### config.mk
export PLATFORM = sky130hd
export DESIGN_NAME = dsew_ctrl
export DESIGN_NICKNAME = d
export VERILOG_FILES = /design/src/rtl/core/dsew_pkg.sv /design/src/rtl/core/dsew_ctrl.sv
export SDC_FILE = /design/constraint.sdc
export NUM_CORES = 1
export LEC_CHECK = 0
export CAP_MARGIN = 5
export CORE_AREA = 3 3 40 42
export CTS_CLUSTER_SIZE = 20
export DETAILED_ROUTE_END_ITERATION = 8
export DIE_AREA = 0 0 43 45
export DONT_BUFFER_PORTS = 1
export PLACE_DENSITY_LB_ADDON = 0.2
export SYNTH_ARGS = -nofsm -noshare
export SYNTH_HDL_FRONTEND = slang
export SYNTH_SLANG_ARGS = --single-unit
### constraint.sdc
create_clock -name clk -period 1.52 [get_ports clk]
set_input_delay 0.38 -clock clk [delete_from_list [all_inputs] [get_ports clk]]
set_output_delay 0.38 -clock clk [all_outputs]
set_load 0.02 [all_outputs]
### src/rtl/core/dsew_pkg.sv
// ----------------------------------------------------------------------------
// dsew_pkg
// Shared types and constants of the delayed sound event wheel.
// ----------------------------------------------------------------------------
package dsew_pkg;

  localparam int SLOTS            = 64;
  localparam int ENTRIES_PER_SLOT = 16;

  localparam int SLOT_W  = $clog2(SLOTS);
  localparam int FILL_W  = $clog2(ENTRIES_PER_SLOT + 1);
  localparam int DEPTH   = SLOTS * ENTRIES_PER_SLOT;
  localparam int ADDR_W  = $clog2(DEPTH);

  // raw delay = delay + 1 + jitter, at most 63 + 1 + 15
  localparam int RAW_W   = 7;
  localparam int CMP_W   = ((RAW_W > SLOT_W) ? RAW_W : SLOT_W) + 1;

  localparam int JIT_W        = 4;
  localparam logic [JIT_W-1:0] JITTER_RESET = 4'd8;

  localparam int CFG_AW  = 3;
  localparam logic [CFG_AW-3:0] REG_JITTER_MAX = '0;

  localparam logic FUNC_REGISTER = 1'b0;
  localparam logic FUNC_TICK     = 1'b1;

  typedef struct packed {
    logic               func;
    logic [9:0]         sound_id;
    logic [9:0]         volume;
    logic signed [15:0] pan;
    logic [15:0]        freq_rate;
    logic [5:0]         delay;
    logic               loop;
    logic [11:0]        actor_id;
  } in_t;

  typedef struct packed {
    logic [9:0]         out_sound_id;
    logic [9:0]         out_volume;
    logic signed [15:0] out_pan;
    logic [15:0]        out_freq_rate;
    logic               out_loop;
    logic [11:0]        out_actor_id;
    logic               last;
  } out_t;

  // one stored request
  typedef struct packed {
    logic [11:0]        actor_id;
    logic               loop;
    logic [9:0]         volume;
    logic [9:0]         sound_id;
    logic [15:0]        freq_rate;
    logic signed [15:0] pan;
  } entry_t;

  localparam int ENTRY_W = $bits(entry_t);

  typedef struct packed {
    logic accept_reg;
    logic accept_tick;
    logic reg_wr;
    logic tk_fill;
    logic tk_rd;
  } cmd_t;

  typedef struct packed {
    logic fill_zero;
    logic rd_last;
  } stat_t;

endpackage

### src/rtl/core/dsew_ctrl.sv
// ----------------------------------------------------------------------------
// dsew_ctrl
// Sequencer: request insert and tick drain.
// ----------------------------------------------------------------------------
module dsew_ctrl (
  input  logic           clk,
  input  logic           rst_n,
  input  logic           start,
  input  logic           func,
  input  dsew_pkg::stat_t stat,
  output dsew_pkg::cmd_t  cmd,
  output logic           busy
);

  typedef enum logic [2:0] {
    IDLE,
    REG_WR,
    TK_FILL,
    TK_RD,
    TK_TAIL
  } state_t;

  state_t state_r, state_nxt;
  logic   busy_r, busy_nxt;
  logic   accept;

  assign accept = start && (state_r == IDLE);

  always_comb begin
    state_nxt = state_r;
    cmd       = '0;
    case (state_r)
      IDLE: begin
        if (accept) begin
          if (func == dsew_pkg::FUNC_TICK) begin
            cmd.accept_tick = 1'b1;
            state_nxt       = TK_FILL;
          end else begin
            cmd.accept_reg = 1'b1;
            state_nxt      = REG_WR;
          end
        end
      end
      REG_WR: begin
        cmd.reg_wr = 1'b1;
        state_nxt  = IDLE;
      end
      TK_FILL: begin
        cmd.tk_fill = 1'b1;
        state_nxt   = stat.fill_zero ? IDLE : TK_RD;
      end
      TK_RD: begin
        cmd.tk_rd = 1'b1;
        if (stat.rd_last) begin
          state_nxt = TK_TAIL;
        end
      end
      TK_TAIL: begin
        state_nxt = IDLE;
      end
      default: begin
        state_nxt = IDLE;
      end
    endcase
  end

  assign busy_nxt = (state_nxt != IDLE);

  always_ff @(posedge clk) begin
    if (!rst_n) begin
      state_r <= IDLE;
      busy_r  <= 1'b0;
    end else begin
      state_r <= state_nxt;
      busy_r  <= busy_nxt;
    end
  end

  assign busy = busy_r;

endmodule

==> results.sh <==
export IMPL_grt_usage=0.0641
export IMPL_grt_pass1_wl_um=890
export IMPL_yosysSeqAreaShare=0.390
export IMPL_syn_num_nets=28
export IMPL_cts_buffers=3
export IMPL_wl_per_cell_um=10.6
export IMPL_yosysMostFrequentCell="dfxtp_1"
export IMPL_cts_tree="yes"
export IMPL_async_flop_share=0
export IMPL_relSlewSlack=0.822
export IMPL_post_route_drc_count=0
export IMPL_multi_input_area_sq_um=126
export IMPL_arrival_ps=1130
export IMPL_crit_buf_inv=1
export IMPL_clock_sinks=4
export IMPL_slowest_delay_ps=340
export IMPL_via_per_inst=4.14
export IMPL_clk_latency_ps=230
export IMPL_syn_area_sq_um=205
export IMPL_synth_top_cell_by_area="dfxtp_1"
export IMPL_ys_ff_latch=4
export IMPL_critPathTopFamily="simple AND/OR/NAND/NOR gates"
export IMPL_p_total_uw=314
export IMPL_dr_pass1_iters=4
export IMPL_yosys_warnings=0
export IMPL_gr_total_overflow=0
export IMPL_fillCellCount=147
export IMPL_dieArea_sq_um=1940
export IMPL_fin_nets=42
export IMPL_root_buffer="clkbuf_4"
export IMPL_rows=13
export IMPL_core_area_sq_um=1280
export IMPL_crit_path_top_delay_cell="dfxtp_2"
export IMPL_drtIter0Drc=9
export IMPL_area_growth_syn_to_layout_pct=58.5
export IMPL_synth_cell_type_count=14
export IMPL_synth_ff_type="dfxtp_1"
export IMPL_status="finished, final reports clean"
export IMPL_slew_viol_final=0
export IMPL_io_pins=12
export IMPL_final_min_clock_period_ps=1510
export IMPL_crit_path_cell_trace="nor4b_4 > nand2_1 > inv_2"
export IMPL_stdcell_count=49
export IMPL_fmax_mhz=660
export IMPL_syn_inst=22
export IMPL_min_path_type="in -> reg"
export IMPL_dp_hpwl_um=369
export IMPL_irDropWorstVdd_v=0.000199
export IMPL_skew_ps=0.415
export IMPL_finalCritPeriodShare=0.996
export IMPL_leakage_nw=0.152
export IMPL_die_x_um=43
export IMPL_synth_top_area_frac=0.390
export IMPL_critical_path_endpoint_type="primary output"
export IMPL_synth_edff_count=0
export IMPL_yosys_top_cells_count="dfxtp_1, a21oi_1, inv_1, nand2_1, nand2b_1"
export IMPL_n_antenna_cell=0
export IMPL_cts_htree_levels=1
export IMPL_rsz0062_at_grt="yes"
export IMPL_powerDensity_nw_per_um2=966
export IMPL_synthTopCellsByArea="dfxtp_1, a21oi_1, nor4b_2"
export IMPL_antenna_left=0
export IMPL_placed_cells=39
export IMPL_maxCapViolations=0
export IMPL_cp_start_kind="flip-flop"
export IMPL_worst_ep_required_time_ps=1140
export IMPL_worstPathMaxFanout=5
export IMPL_grt_pass1_vias=239
export IMPL_wl_um=518
export IMPL_fp_dieH_um=45
export IMPL_io_buffers=0
export IMPL_regArea_sq_um=82.6
export IMPL_drive_above_1_share=0.559
export IMPL_worst_pin_slew_ps=266
export IMPL_setup_viol=0
export IMPL_grt_max_degree=6
export IMPL_start_util=0.160
export IMPL_hold_buffers=0
export IMPL_hold_viol=0
export IMPL_vias=203
export IMPL_avgSynthCellArea_sq_um=9.33
export IMPL_gp_congestion=0.715
export IMPL_antenna_found_initial=0
export IMPL_clk_pin_slew_ps=30
export IMPL_final_util=0.253
export IMPL_clock_path_buffers=2
export IMPL_worstSetupPathType="reg -> out"
[power breakdown]
| group | total, mW | internal (mW) | switching (mW) | leakage, nW |
|---|---|---|---|---|
| combinational | 0.0661 | 0.0354 | 0.0307 | 0.105 |
| clock | 0.128 | 0.0880 | 0.0395 | 0.0138 |
| sequential | 0.121 | 0.112 | 0.00848 | 0.0337 |
[stage by stage]
stage | TNS, ps | hold WS [ps] | instance area (sq um) | worst slack (ps)
final | 0 | 320 | 325 | 5.36
after global routing | -201 | 309 | 325 | -78.6
after CTS | -16.0 | 308 | 318 | -10.7
after detailed placement | 0 | 565 | 239 | 106
after global placement | 0 | 555 | 239 | 108
after floorplan | 0 | 538 | 205 | 200
[worst paths after layout]
kind                                       startpoint                     to  slack (ps)  cells after the start
worst max-delay path            state_r[2]$_SDFF_PN0_                 cmd[3]           5                      3
worst min-delay path                          stat[0]  state_r[2]$_SDFF_PN0_         320                      1
worst max register to register  state_r[2]$_SDFF_PN0_  state_r[1]$_SDFF_PN0_          60                      7
worst min register to register  state_r[2]$_SDFF_PN0_  state_r[0]$_SDFF_PN0_         650                      2
[sequential cells by signal, indices dropped and copies added (netlist names)]
| register | flops |
|---|---|
| state_r | 3 |
| busy | 1 |
[cell families (layout without fill, tap and decap cells)]
group | count (synthesis) | after routing | share of synthesized area
compound gates | 4 | 4 | 0.110
buf+inv | 2 | 14 | 0.0366
flops | 4 | 4 | 0.390
mux | 1 | 1 | 0.0488
simple gates | 11 | 11 | 0.415
[timing repair]
| action | CTS | global route |
|---|---|---|
| hold endpoints to repair | 0 | 0 |
| resized for setup | 5 | 0 |
| cloned | 0 | 0 |
| setup endpoints to repair | 2 | 4 |
| pin swaps | 2 | 1 |
| setup buffers | 6 | 1 |
[cell usage in the layout (no fill, tap or decap)]
cell and count:
a21oi_1 3, and2b_2 1, and3_4 1, and3b_1 1
buf_4 9, clkbuf_4 3, dfxtp_1 2, dfxtp_2 2
inv_2 2, mux2i_1 1, nand2_1 2, nand2b_1 2
nand3b_1 1, nor2b_1 1, nor3b_1 1, nor4b_4 1
o21bai_1 1
[cell type report]
class	count	share of cell area
multi-input combinational	16	0.388
sequential	4	0.254
timing repair buffer	9	0.208
clock buffer	3	0.0692
tap	15	0.0577
inverter	2	0.0231
[routing by layer]
metal,GRT usage,wire (um),up-vias
met5,0,0,-
met4,0.0723,0,0
met3,0.0279,65,0
met2,0.0928,233,12
met1,0.0651,219,91
li1,-,-,100
Note: power is estimated with default switching activity, not from simulation.
